==> src/rtl/mtfq_pkg.sv <==
// Package for the min-tracking FIFO queue: sizes, codes, transaction structs,
// controller commands and status. Depends on nothing.
`timescale 1ns / 1ps

package mtfq_pkg;

    localparam int CAPACITY = 16;
    localparam int IDX_W    = $clog2(CAPACITY);
    localparam int CNT_W    = $clog2(CAPACITY + 1);
    localparam int VAL_W    = 32;
    localparam int OCC_W    = 5;

    localparam logic [1:0] REQ_PUSH = 2'd0;
    localparam logic [1:0] REQ_POP  = 2'd1;

    localparam logic [1:0] ERR_OK    = 2'd0;
    localparam logic [1:0] ERR_EMPTY = 2'd1;
    localparam logic [1:0] ERR_FULL  = 2'd2;

    localparam logic [OCC_W-1:0] OCC_FULL = OCC_W'(CAPACITY);

    typedef struct packed {
        logic [1:0]              req_type;
        logic signed [VAL_W-1:0] push_value;
    } req_t;

    typedef struct packed {
        logic signed [VAL_W-1:0] out_value;
        logic signed [VAL_W-1:0] back_value;
        logic signed [VAL_W-1:0] current_min;
        logic [OCC_W-1:0]        occupancy;
        logic                    queue_empty;
        logic [1:0]              error_code;
    } rsp_t;

    typedef enum logic [2:0] {
        ST_IDLE,
        ST_XFER,
        ST_POP,
        ST_REFILL,
        ST_RESP
    } state_t;

    typedef struct packed {
        logic       start;
        logic       push;
        logic       xfer;
        logic       xfer_first;
        logic       pop;
        logic       refill;
        logic       load;
        logic [1:0] err;
    } cmd_t;

    typedef struct packed {
        logic in_zero;
        logic out_zero;
        logic in_last;
        logic full;
    } stat_t;

    function automatic logic signed [VAL_W-1:0] smin(
        input logic signed [VAL_W-1:0] a,
        input logic signed [VAL_W-1:0] b
    );
        return (a < b) ? a : b;
    endfunction

endpackage

==> src/rtl/mtfq_datapath.sv <==
// Datapath of the min-tracking queue: two stack memories, counts, cached
// stack tops and bottoms, and the result register. Depends on mtfq_pkg.
`timescale 1ns / 1ps

module mtfq_datapath (
    input  logic                            clk,
    input  logic                            rst_n,
    input  logic signed [mtfq_pkg::VAL_W-1:0] push_value,
    input  mtfq_pkg::cmd_t                  cmd,
    output mtfq_pkg::stat_t                 stat,
    output mtfq_pkg::rsp_t                  rsp
);

    logic [mtfq_pkg::CNT_W-1:0] in_cnt_reg, in_cnt_next;
    logic [mtfq_pkg::CNT_W-1:0] out_cnt_reg, out_cnt_next;
    logic [mtfq_pkg::CNT_W-1:0] total;
    logic [mtfq_pkg::CNT_W-1:0] in_rd_cnt;
    logic [mtfq_pkg::CNT_W-1:0] out_rd_cnt;
    logic                       popped_reg, popped_next;

    logic signed [mtfq_pkg::VAL_W-1:0] in_mem [mtfq_pkg::CAPACITY];
    logic [2*mtfq_pkg::VAL_W-1:0]      out_mem [mtfq_pkg::CAPACITY];
    logic signed [mtfq_pkg::VAL_W-1:0] in_rdata_reg;
    logic [2*mtfq_pkg::VAL_W-1:0]      out_rdata_reg;

    logic signed [mtfq_pkg::VAL_W-1:0] in_top_val_reg, in_top_min_reg, in_bot_reg;
    logic signed [mtfq_pkg::VAL_W-1:0] out_top_val_reg, out_top_min_reg, out_bot_reg;
    logic signed [mtfq_pkg::VAL_W-1:0] popped_val_reg;

    logic signed [mtfq_pkg::VAL_W-1:0] push_min;
    logic signed [mtfq_pkg::VAL_W-1:0] xfer_val;
    logic signed [mtfq_pkg::VAL_W-1:0] xfer_min;

    mtfq_pkg::rsp_t rsp_reg, rsp_next;

    assign total      = in_cnt_reg + out_cnt_reg;
    assign in_rd_cnt  = in_cnt_reg - mtfq_pkg::CNT_W'(2);
    assign out_rd_cnt = out_cnt_reg - mtfq_pkg::CNT_W'(2);

    assign stat.in_zero  = (in_cnt_reg == '0);
    assign stat.out_zero = (out_cnt_reg == '0);
    assign stat.in_last  = (in_cnt_reg == mtfq_pkg::CNT_W'(1));
    assign stat.full     = (total >= mtfq_pkg::CNT_W'(mtfq_pkg::CAPACITY));

    assign push_min = stat.in_zero ? push_value : mtfq_pkg::smin(push_value, in_top_min_reg);
    assign xfer_val = cmd.xfer_first ? in_top_val_reg : in_rdata_reg;
    assign xfer_min = stat.out_zero ? xfer_val : mtfq_pkg::smin(xfer_val, out_top_min_reg);

    always_comb
    begin
        in_cnt_next  = in_cnt_reg;
        out_cnt_next = out_cnt_reg;
        popped_next  = popped_reg;
        if (cmd.start)
        begin
            popped_next = 1'b0;
        end
        if (cmd.push)
        begin
            in_cnt_next = in_cnt_reg + mtfq_pkg::CNT_W'(1);
        end
        if (cmd.xfer)
        begin
            in_cnt_next  = in_cnt_reg - mtfq_pkg::CNT_W'(1);
            out_cnt_next = out_cnt_reg + mtfq_pkg::CNT_W'(1);
        end
        if (cmd.pop)
        begin
            out_cnt_next = out_cnt_reg - mtfq_pkg::CNT_W'(1);
            popped_next  = 1'b1;
        end
    end

    always_ff @(posedge clk or negedge rst_n)
    begin
        if (!rst_n)
        begin
            in_cnt_reg  <= '0;
            out_cnt_reg <= '0;
            popped_reg  <= 1'b0;
        end
        else
        begin
            in_cnt_reg  <= in_cnt_next;
            out_cnt_reg <= out_cnt_next;
            popped_reg  <= popped_next;
        end
    end

    // stack memories: one write and one registered read each
    always_ff @(posedge clk)
    begin
        if (cmd.push)
        begin
            in_mem[in_cnt_reg[mtfq_pkg::IDX_W-1:0]] <= push_value;
        end
        if (cmd.xfer)
        begin
            out_mem[out_cnt_reg[mtfq_pkg::IDX_W-1:0]] <= {xfer_min, xfer_val};
        end
        in_rdata_reg  <= in_mem[in_rd_cnt[mtfq_pkg::IDX_W-1:0]];
        out_rdata_reg <= out_mem[out_rd_cnt[mtfq_pkg::IDX_W-1:0]];
    end

    always_ff @(posedge clk)
    begin
        if (cmd.push)
        begin
            in_top_val_reg <= push_value;
            in_top_min_reg <= push_min;
            if (stat.in_zero)
            begin
                in_bot_reg <= push_value;
            end
        end
        if (cmd.xfer)
        begin
            out_top_val_reg <= xfer_val;
            out_top_min_reg <= xfer_min;
            if (stat.out_zero)
            begin
                out_bot_reg <= xfer_val;
            end
        end
        if (cmd.pop)
        begin
            popped_val_reg <= out_top_val_reg;
        end
        if (cmd.refill)
        begin
            out_top_val_reg <= out_rdata_reg[mtfq_pkg::VAL_W-1:0];
            out_top_min_reg <= out_rdata_reg[2*mtfq_pkg::VAL_W-1:mtfq_pkg::VAL_W];
        end
        if (cmd.load)
        begin
            rsp_reg <= rsp_next;
        end
    end

    always_comb
    begin
        rsp_next             = '0;
        rsp_next.occupancy   = mtfq_pkg::OCC_W'(total);
        rsp_next.queue_empty = (total == '0);
        rsp_next.error_code  = cmd.err;
        if (popped_reg)
        begin
            rsp_next.out_value = popped_val_reg;
        end
        else if (!stat.out_zero)
        begin
            rsp_next.out_value = out_top_val_reg;
        end
        else if (!stat.in_zero)
        begin
            rsp_next.out_value = in_bot_reg;
        end
        if (!stat.in_zero)
        begin
            rsp_next.back_value = in_top_val_reg;
        end
        else if (!stat.out_zero)
        begin
            rsp_next.back_value = out_bot_reg;
        end
        if (!stat.in_zero && !stat.out_zero)
        begin
            rsp_next.current_min = mtfq_pkg::smin(in_top_min_reg, out_top_min_reg);
        end
        else if (!stat.in_zero)
        begin
            rsp_next.current_min = in_top_min_reg;
        end
        else if (!stat.out_zero)
        begin
            rsp_next.current_min = out_top_min_reg;
        end
    end

    assign rsp = rsp_reg;

endmodule

==> src/rtl/mtfq_ctrl.sv <==
// Controller of the min-tracking queue: request sequencing, stack transfer
// stepping and output handshake. Depends on mtfq_pkg.
`timescale 1ns / 1ps

module mtfq_ctrl (
    input  logic            clk,
    input  logic            rst_n,
    input  logic            in_valid,
    output logic            in_ready,
    input  logic [1:0]      req_type,
    output logic            out_valid,
    input  logic            out_ready,
    input  mtfq_pkg::stat_t stat,
    output mtfq_pkg::cmd_t  cmd
);

    mtfq_pkg::state_t state_reg, state_next;
    logic             pop_pend_reg, pop_pend_next;
    logic             xfer_first_reg, xfer_first_next;
    logic [1:0]       err_reg, err_next;
    logic             out_valid_reg, out_valid_next;

    always_ff @(posedge clk or negedge rst_n)
    begin
        if (!rst_n)
        begin
            state_reg      <= mtfq_pkg::ST_IDLE;
            pop_pend_reg   <= 1'b0;
            xfer_first_reg <= 1'b0;
            err_reg        <= mtfq_pkg::ERR_OK;
            out_valid_reg  <= 1'b0;
        end
        else
        begin
            state_reg      <= state_next;
            pop_pend_reg   <= pop_pend_next;
            xfer_first_reg <= xfer_first_next;
            err_reg        <= err_next;
            out_valid_reg  <= out_valid_next;
        end
    end

    always_comb
    begin
        state_next      = state_reg;
        pop_pend_next   = pop_pend_reg;
        xfer_first_next = xfer_first_reg;
        err_next        = err_reg;
        in_ready        = 1'b0;
        cmd             = '0;
        cmd.err         = err_reg;
        out_valid_next  = out_valid_reg && !out_ready;

        case (state_reg)
            mtfq_pkg::ST_IDLE:
            begin
                in_ready = 1'b1;
                if (in_valid)
                begin
                    cmd.start  = 1'b1;
                    err_next   = mtfq_pkg::ERR_OK;
                    state_next = mtfq_pkg::ST_RESP;
                    if (req_type == mtfq_pkg::REQ_PUSH)
                    begin
                        if (stat.full)
                        begin
                            err_next = mtfq_pkg::ERR_FULL;
                        end
                        else
                        begin
                            cmd.push = 1'b1;
                        end
                    end
                    else if (stat.in_zero && stat.out_zero)
                    begin
                        err_next = mtfq_pkg::ERR_EMPTY;
                    end
                    else if (stat.out_zero)
                    begin
                        pop_pend_next   = (req_type == mtfq_pkg::REQ_POP);
                        xfer_first_next = 1'b1;
                        state_next      = mtfq_pkg::ST_XFER;
                    end
                    else if (req_type == mtfq_pkg::REQ_POP)
                    begin
                        cmd.pop    = 1'b1;
                        state_next = mtfq_pkg::ST_REFILL;
                    end
                end
            end
            mtfq_pkg::ST_XFER:
            begin
                cmd.xfer        = 1'b1;
                cmd.xfer_first  = xfer_first_reg;
                xfer_first_next = 1'b0;
                if (stat.in_last)
                begin
                    state_next = pop_pend_reg ? mtfq_pkg::ST_POP : mtfq_pkg::ST_RESP;
                end
            end
            mtfq_pkg::ST_POP:
            begin
                cmd.pop    = 1'b1;
                state_next = mtfq_pkg::ST_REFILL;
            end
            mtfq_pkg::ST_REFILL:
            begin
                cmd.refill = 1'b1;
                state_next = mtfq_pkg::ST_RESP;
            end
            mtfq_pkg::ST_RESP:
            begin
                if (!out_valid_reg || out_ready)
                begin
                    cmd.load       = 1'b1;
                    out_valid_next = 1'b1;
                    state_next     = mtfq_pkg::ST_IDLE;
                end
            end
            default:
            begin
                state_next = mtfq_pkg::ST_IDLE;
            end
        endcase
    end

    assign out_valid = out_valid_reg;

endmodule

==> src/rtl/min_tracking_fifo_queue.sv <==
// Top level of the min-tracking FIFO queue built from two stacks.
// Depends on mtfq_pkg, mtfq_ctrl and mtfq_datapath.
//
//   channel | direction | handshake             | payload
//   in      | input     | in_valid / in_ready   | in_data   (mtfq_pkg::req_t)
//   out     | output    | out_valid / out_ready | out_data  (mtfq_pkg::rsp_t)
//
// Push and peek: the accept moves to the response state, which loads the output register,
// raises out_valid and returns to idle; a pop on a filled out stack passes the refill state first.
// A pop or peek on an empty out stack first moves the in stack across, one entry a cycle
// through each stack memory's single registered read port, and a pop then passes the pop
// and refill states. Reset clears only the counts and control.
// A waiting result holds in the output register; the next transaction is taken and held.
`timescale 1ns / 1ps

module min_tracking_fifo_queue (
    input  logic           clk,
    input  logic           rst_n,
    input  logic           in_valid,
    output logic           in_ready,
    input  mtfq_pkg::req_t in_data,
    output logic           out_valid,
    input  logic           out_ready,
    output mtfq_pkg::rsp_t out_data
);

    mtfq_pkg::cmd_t  cmd;
    mtfq_pkg::stat_t stat;

    mtfq_ctrl u_ctrl (
        .clk       (clk),
        .rst_n     (rst_n),
        .in_valid  (in_valid),
        .in_ready  (in_ready),
        .req_type  (in_data.req_type),
        .out_valid (out_valid),
        .out_ready (out_ready),
        .stat      (stat),
        .cmd       (cmd)
    );

    mtfq_datapath u_datapath (
        .clk        (clk),
        .rst_n      (rst_n),
        .push_value (in_data.push_value),
        .cmd        (cmd),
        .stat       (stat),
        .rsp        (out_data)
    );

endmodule

==> config.mk <==
export PLATFORM = sky130hd
export DESIGN_NAME = min_tracking_fifo_queue
export DESIGN_NICKNAME = d
export VERILOG_FILES = /design/src/rtl/mtfq_pkg.sv /design/src/rtl/mtfq_datapath.sv /design/src/rtl/mtfq_ctrl.sv /design/src/rtl/min_tracking_fifo_queue.sv
export SDC_FILE = /design/constraint.sdc
export NUM_CORES = 2
export LEC_CHECK = 0
export ABC_AREA = 1
export BUFFER_PORTS_ARGS = -buffer_cell sky130_fd_sc_hd__buf_2
export CAP_MARGIN = 0
export CELL_PAD_IN_SITES_DETAIL_PLACEMENT = 0
export CELL_PAD_IN_SITES_GLOBAL_PLACEMENT = 2
export CORE_ASPECT_RATIO = 1.4
export CORE_UTILIZATION = 35
export DETAILED_ROUTE_END_ITERATION = 8
export HOLD_SLACK_MARGIN = 0.02
export PLACE_DENSITY_LB_ADDON = 0.1
export SLEW_MARGIN = 10
export SYNTH_ARGS = -nofsm -noshare
export SYNTH_HDL_FRONTEND = slang
export SYNTH_SLANG_ARGS = --single-unit
==> constraint.sdc <==
create_clock -name clk -period 5.9 [get_ports clk]
set_input_delay 1.18 -clock clk [delete_from_list [all_inputs] [get_ports clk]]
set_output_delay 1.18 -clock clk [all_outputs]
set_load 0.02 [all_outputs]
==> results.json <==
{
  "end_kind": "register",
  "cts_resized": 0,
  "grt_antenna_before_repair": 19,
  "initial_core_util_pct": 35.3,
  "wl_mm": 260,
  "worstSetupStartpoint": "u_ctrl.state_reg[1]$_DFFE_PN0P_",
  "die_w_um": 398,
  "num_rows": 202,
  "p_sw_mw": 21.1,
  "cts_root_buf": "clkbuf_16",
  "clkTransAtPathRegs_ps": 70,
  "cts_setup_buffers": 0,
  "slowest_delay_ps": 690,
  "synth_edf_count": 1864,
  "netlist_area_um2": 76700,
  "synth_ff_type": "edfxtp_1",
  "yosysTopAreaCellShare_pct": 73.0,
  "coreArea_um2": 217000,
  "dp_cells": 8195,
  "r2r_end": "u_datapath.out_mem[2][63]$_DFFE_PP_",
  "p_comb_share_pct": 36.7,
  "vias_per_cell": 5.48,
  "crit_family": "simple AND/OR/NAND/NOR gates",
  "ir_drop_mv": 0.707,
  "wl_per_cell_um": 30.3,
  "dr_total_vias": 47000,
  "synth_seq_area_share_pct": 76.1,
  "hold_class": "input port to asynchronous set/reset pin",
  "cp-start-kind": "register",
  "fmax_ghz": 0.199,
  "p_sw_share_pct": 39.3,
  "hpwlAfterDp_mm": 149,
  "worst_pin_slew_ps": 1170,
  "p_clk_share_pct": 24.3,
  "ant_nets": 0,
  "cts.sinks": 1979,
  "grt_pass1_vias": 45900,
  "stdcell_count": 8568,
  "drc_errors": 0,
  "crit_fanout": 32,
  "chipHeight_um": 556,
  "grt_max_degree": 146,
  "p_seq_share_pct": 38.9,
  "r2r_slack_ps": 880,
  "cts_tree": "built",
  "synth_cell_types": 48,
  "dieArea_um2": 221000,
  "hold_slack_ps": 315,
  "hold_viol_final": 0,
  "grt_pass1_wl_mm": 362,
  "slew-limit-headroom_pct": 21.8,
  "syn_area_per_cell_um2": 14.2,
  "io_buffers": 143,
  "synthToLayoutAreaGrowth_pct": 15.0,
  "period_minus_slack_ps": 5020,
  "largest_reg_flops": 1024,
  "ys_ff_latch": 1979,
  "leakagePower_nw": 29.4,
  "path_buf_inv": 3,
  "cts_buffers": 204,
  "setup_viol": 0,
  "ios": 144,
  "gp_congestion": 0.772,
  "yosys_warnings": 0,
  "finalCritPeriodShare_pct": 85.1,
  "nNetsFinal": 5694,
  "ys_top_cells_by_count": "1,864 x edfxtp_1, 617 x nand2_1, 445 x a22oi_1, 442 x nand3_1, 379 x o21ai_0",
  "cts_hold_buf": 0,
  "yosysTopAreaCell": "edfxtp_1",
  "r2r-start": "u_ctrl.state_reg[1]$_DFFE_PN0P_",
  "cp.arrival_ps": 5590,
  "cp_cell_sequence": "inv_1 -> nand3_2 -> inv_2 -> buf_4 -> nand2_1 -> o21ai_2 -> ha_1 -> a21oi_1 -> o21a_1 -> o221ai_1 -> a21oi_1 -> nand2_2 -> nand2_4 -> nand3_4 -> nand2_1 -> and2_1",
  "ctsHtreeMaxLevel": 4,
  "timing.final.ws_setup_ps": 879,
  "cp-endpoint": "u_datapath.out_mem[2][63]$_DFFE_PP_",
  "n_fill_cell": 20000,
  "drive_gt1_share_pct": 12.2,
  "powerDensity_nw_per_um2": 609,
  "cts.path.max_buffers": 4,
  "setup.worst_path.class": "register to register",
  "yosysMostFrequentCell": "edfxtp_1",
  "r2r_cells": 16,
  "status": "finished, final reports clean",
  "finClkSkew_ps": 49.7,
  "netlist_instances": 5384,
  "finalPower_mw": 53.7,
  "grt_use_total_pct": 23.2,
  "insertion_delay_ps": 870,
  "slew_viol_final": 0,
  "pre_cts_ws_ps": 867,
  "synth.net_count": 5533,
  "synthArstFlopShare_pct": 0.960,
  "grt_remaining_overflow": 0,
  "firstDrtPassIters": 5,
  "internal-power_mw": 32.5,
  "cap_violations": 0,
  "cp.required_ps": 6470,
  "tns_ps": 0,
  "critical-path-slowest-cell": "nand3_4",
  "rsz0062_at_grt": "false",
  "cp.depth": 16,
  "synthTopCellsByArea": "edfxtp_1 73%, a22oi_1 4.4%, nand2_1 3.0%",
  "drt_iter0_drc": 4436
}
==> final cells by class <==
class | count | area, um2 | share of cell area, %
diodes | 2 | 5.00 | 0.00568
multi-input cells | 2887 | 16700 | 18.9
well taps | 2856 | 3570 | 4.05
inverters | 183 | 713 | 0.809
repair buffers | 290 | 2180 | 2.47
clock inverters | 106 | 1130 | 1.29
flip-flops and latches | 1979 | 58400 | 66.2
clock buffers | 265 | 5530 | 6.27
==> worst register-to-register path, delay by kind of cell, from the launching register on <==
family	cells	cell delay (ps)
flip-flops	1	390
adder cells (fa/ha/maj)	1	390
buffers and inverters	3	920
AND/OR/NAND/NOR	7	2040
AO/OA/AOI/OAI	5	1010
==> cell usage in the layout (no fill, tap or decap), drive strengths merged, types with 87 or more instances in the layout <==
cell / netlist / final
a21oi: 91 / 91
a22oi: 445 / 445
buf: 47 / 290
clkbuf: 288 / 265
dfxtp: 96 / 96
edfxtp: 1864 / 1864
ha: 109 / 109
inv: 180 / 182
nand2: 650 / 650
nand3: 445 / 445
nand4: 87 / 87
nor2: 354 / 354
o21ai: 382 / 382
o221ai: 105 / 105
==> power groups by stage <==
stage | clock [mW] | combinational [mW] | sequential (mW)
CTS | 13.3 | 20.0 | 20.9
finish | 13.0 | 19.7 | 20.9
floorplan | 0 | 11.4 | 21.0
global route | 13.8 | 21.5 | 21.0
global placement | 0 | 19.8 | 21.2
detailed placement | 0 | 19.9 | 21.2
==> worst min-delay path by stage <==
stage,from,end,slack (ps),cells after the start
2_1_floorplan,u_ctrl.err_reg[1]$_DFFE_PN0P_,u_datapath.rsp[1]$_DFFE_PP_,430,0
3_3_place_gp,u_ctrl.err_reg[1]$_DFFE_PN0P_,u_datapath.rsp[1]$_DFFE_PP_,450,0
3_5_place_dp,u_ctrl.err_reg[1]$_DFFE_PN0P_,u_datapath.rsp[1]$_DFFE_PP_,450,0
4_1_cts,rst_n,u_datapath.in_cnt_reg[2]$_DFFE_PN0P_,290,1
5_1_grt,rst_n,u_ctrl.out_valid$_DFF_PN0_,320,1
6_report,rst_n,u_ctrl.out_valid$_DFF_PN0_,320,1
==> through the flow <==
| stage | utilization, % | cell area [um2] |
|---|---|---|
| after floorplan | - | 76700 |
| after global placement | 37.5 | 81500 |
| after detailed placement | 37.5 | 81500 |
| after CTS | 40.6 | 88200 |
| after global routing | 40.6 | 88200 |
| final | 40.6 | 88200 |
==> per-layer routing <==
metal	track usage (%)	routed length [um]	vias up
met5	0	0	-
met4	6.23	6750	0
met3	3.31	13600	335
met2	39.9	130000	1349
met1	30.4	109000	24400
li1	-	-	20800
==> kinds of logic after synthesis <==
logic type      count (synthesis)  share of synthesized area, %
compound gates               1180                          10.2
xor+xnor                       15                         0.171
fa+ha+maj                     111                          1.83
buf+inv                       518                          2.62
flops                        1979                          76.1
simple gates                 1581                          9.06
(Power assumes the default switching activity.)
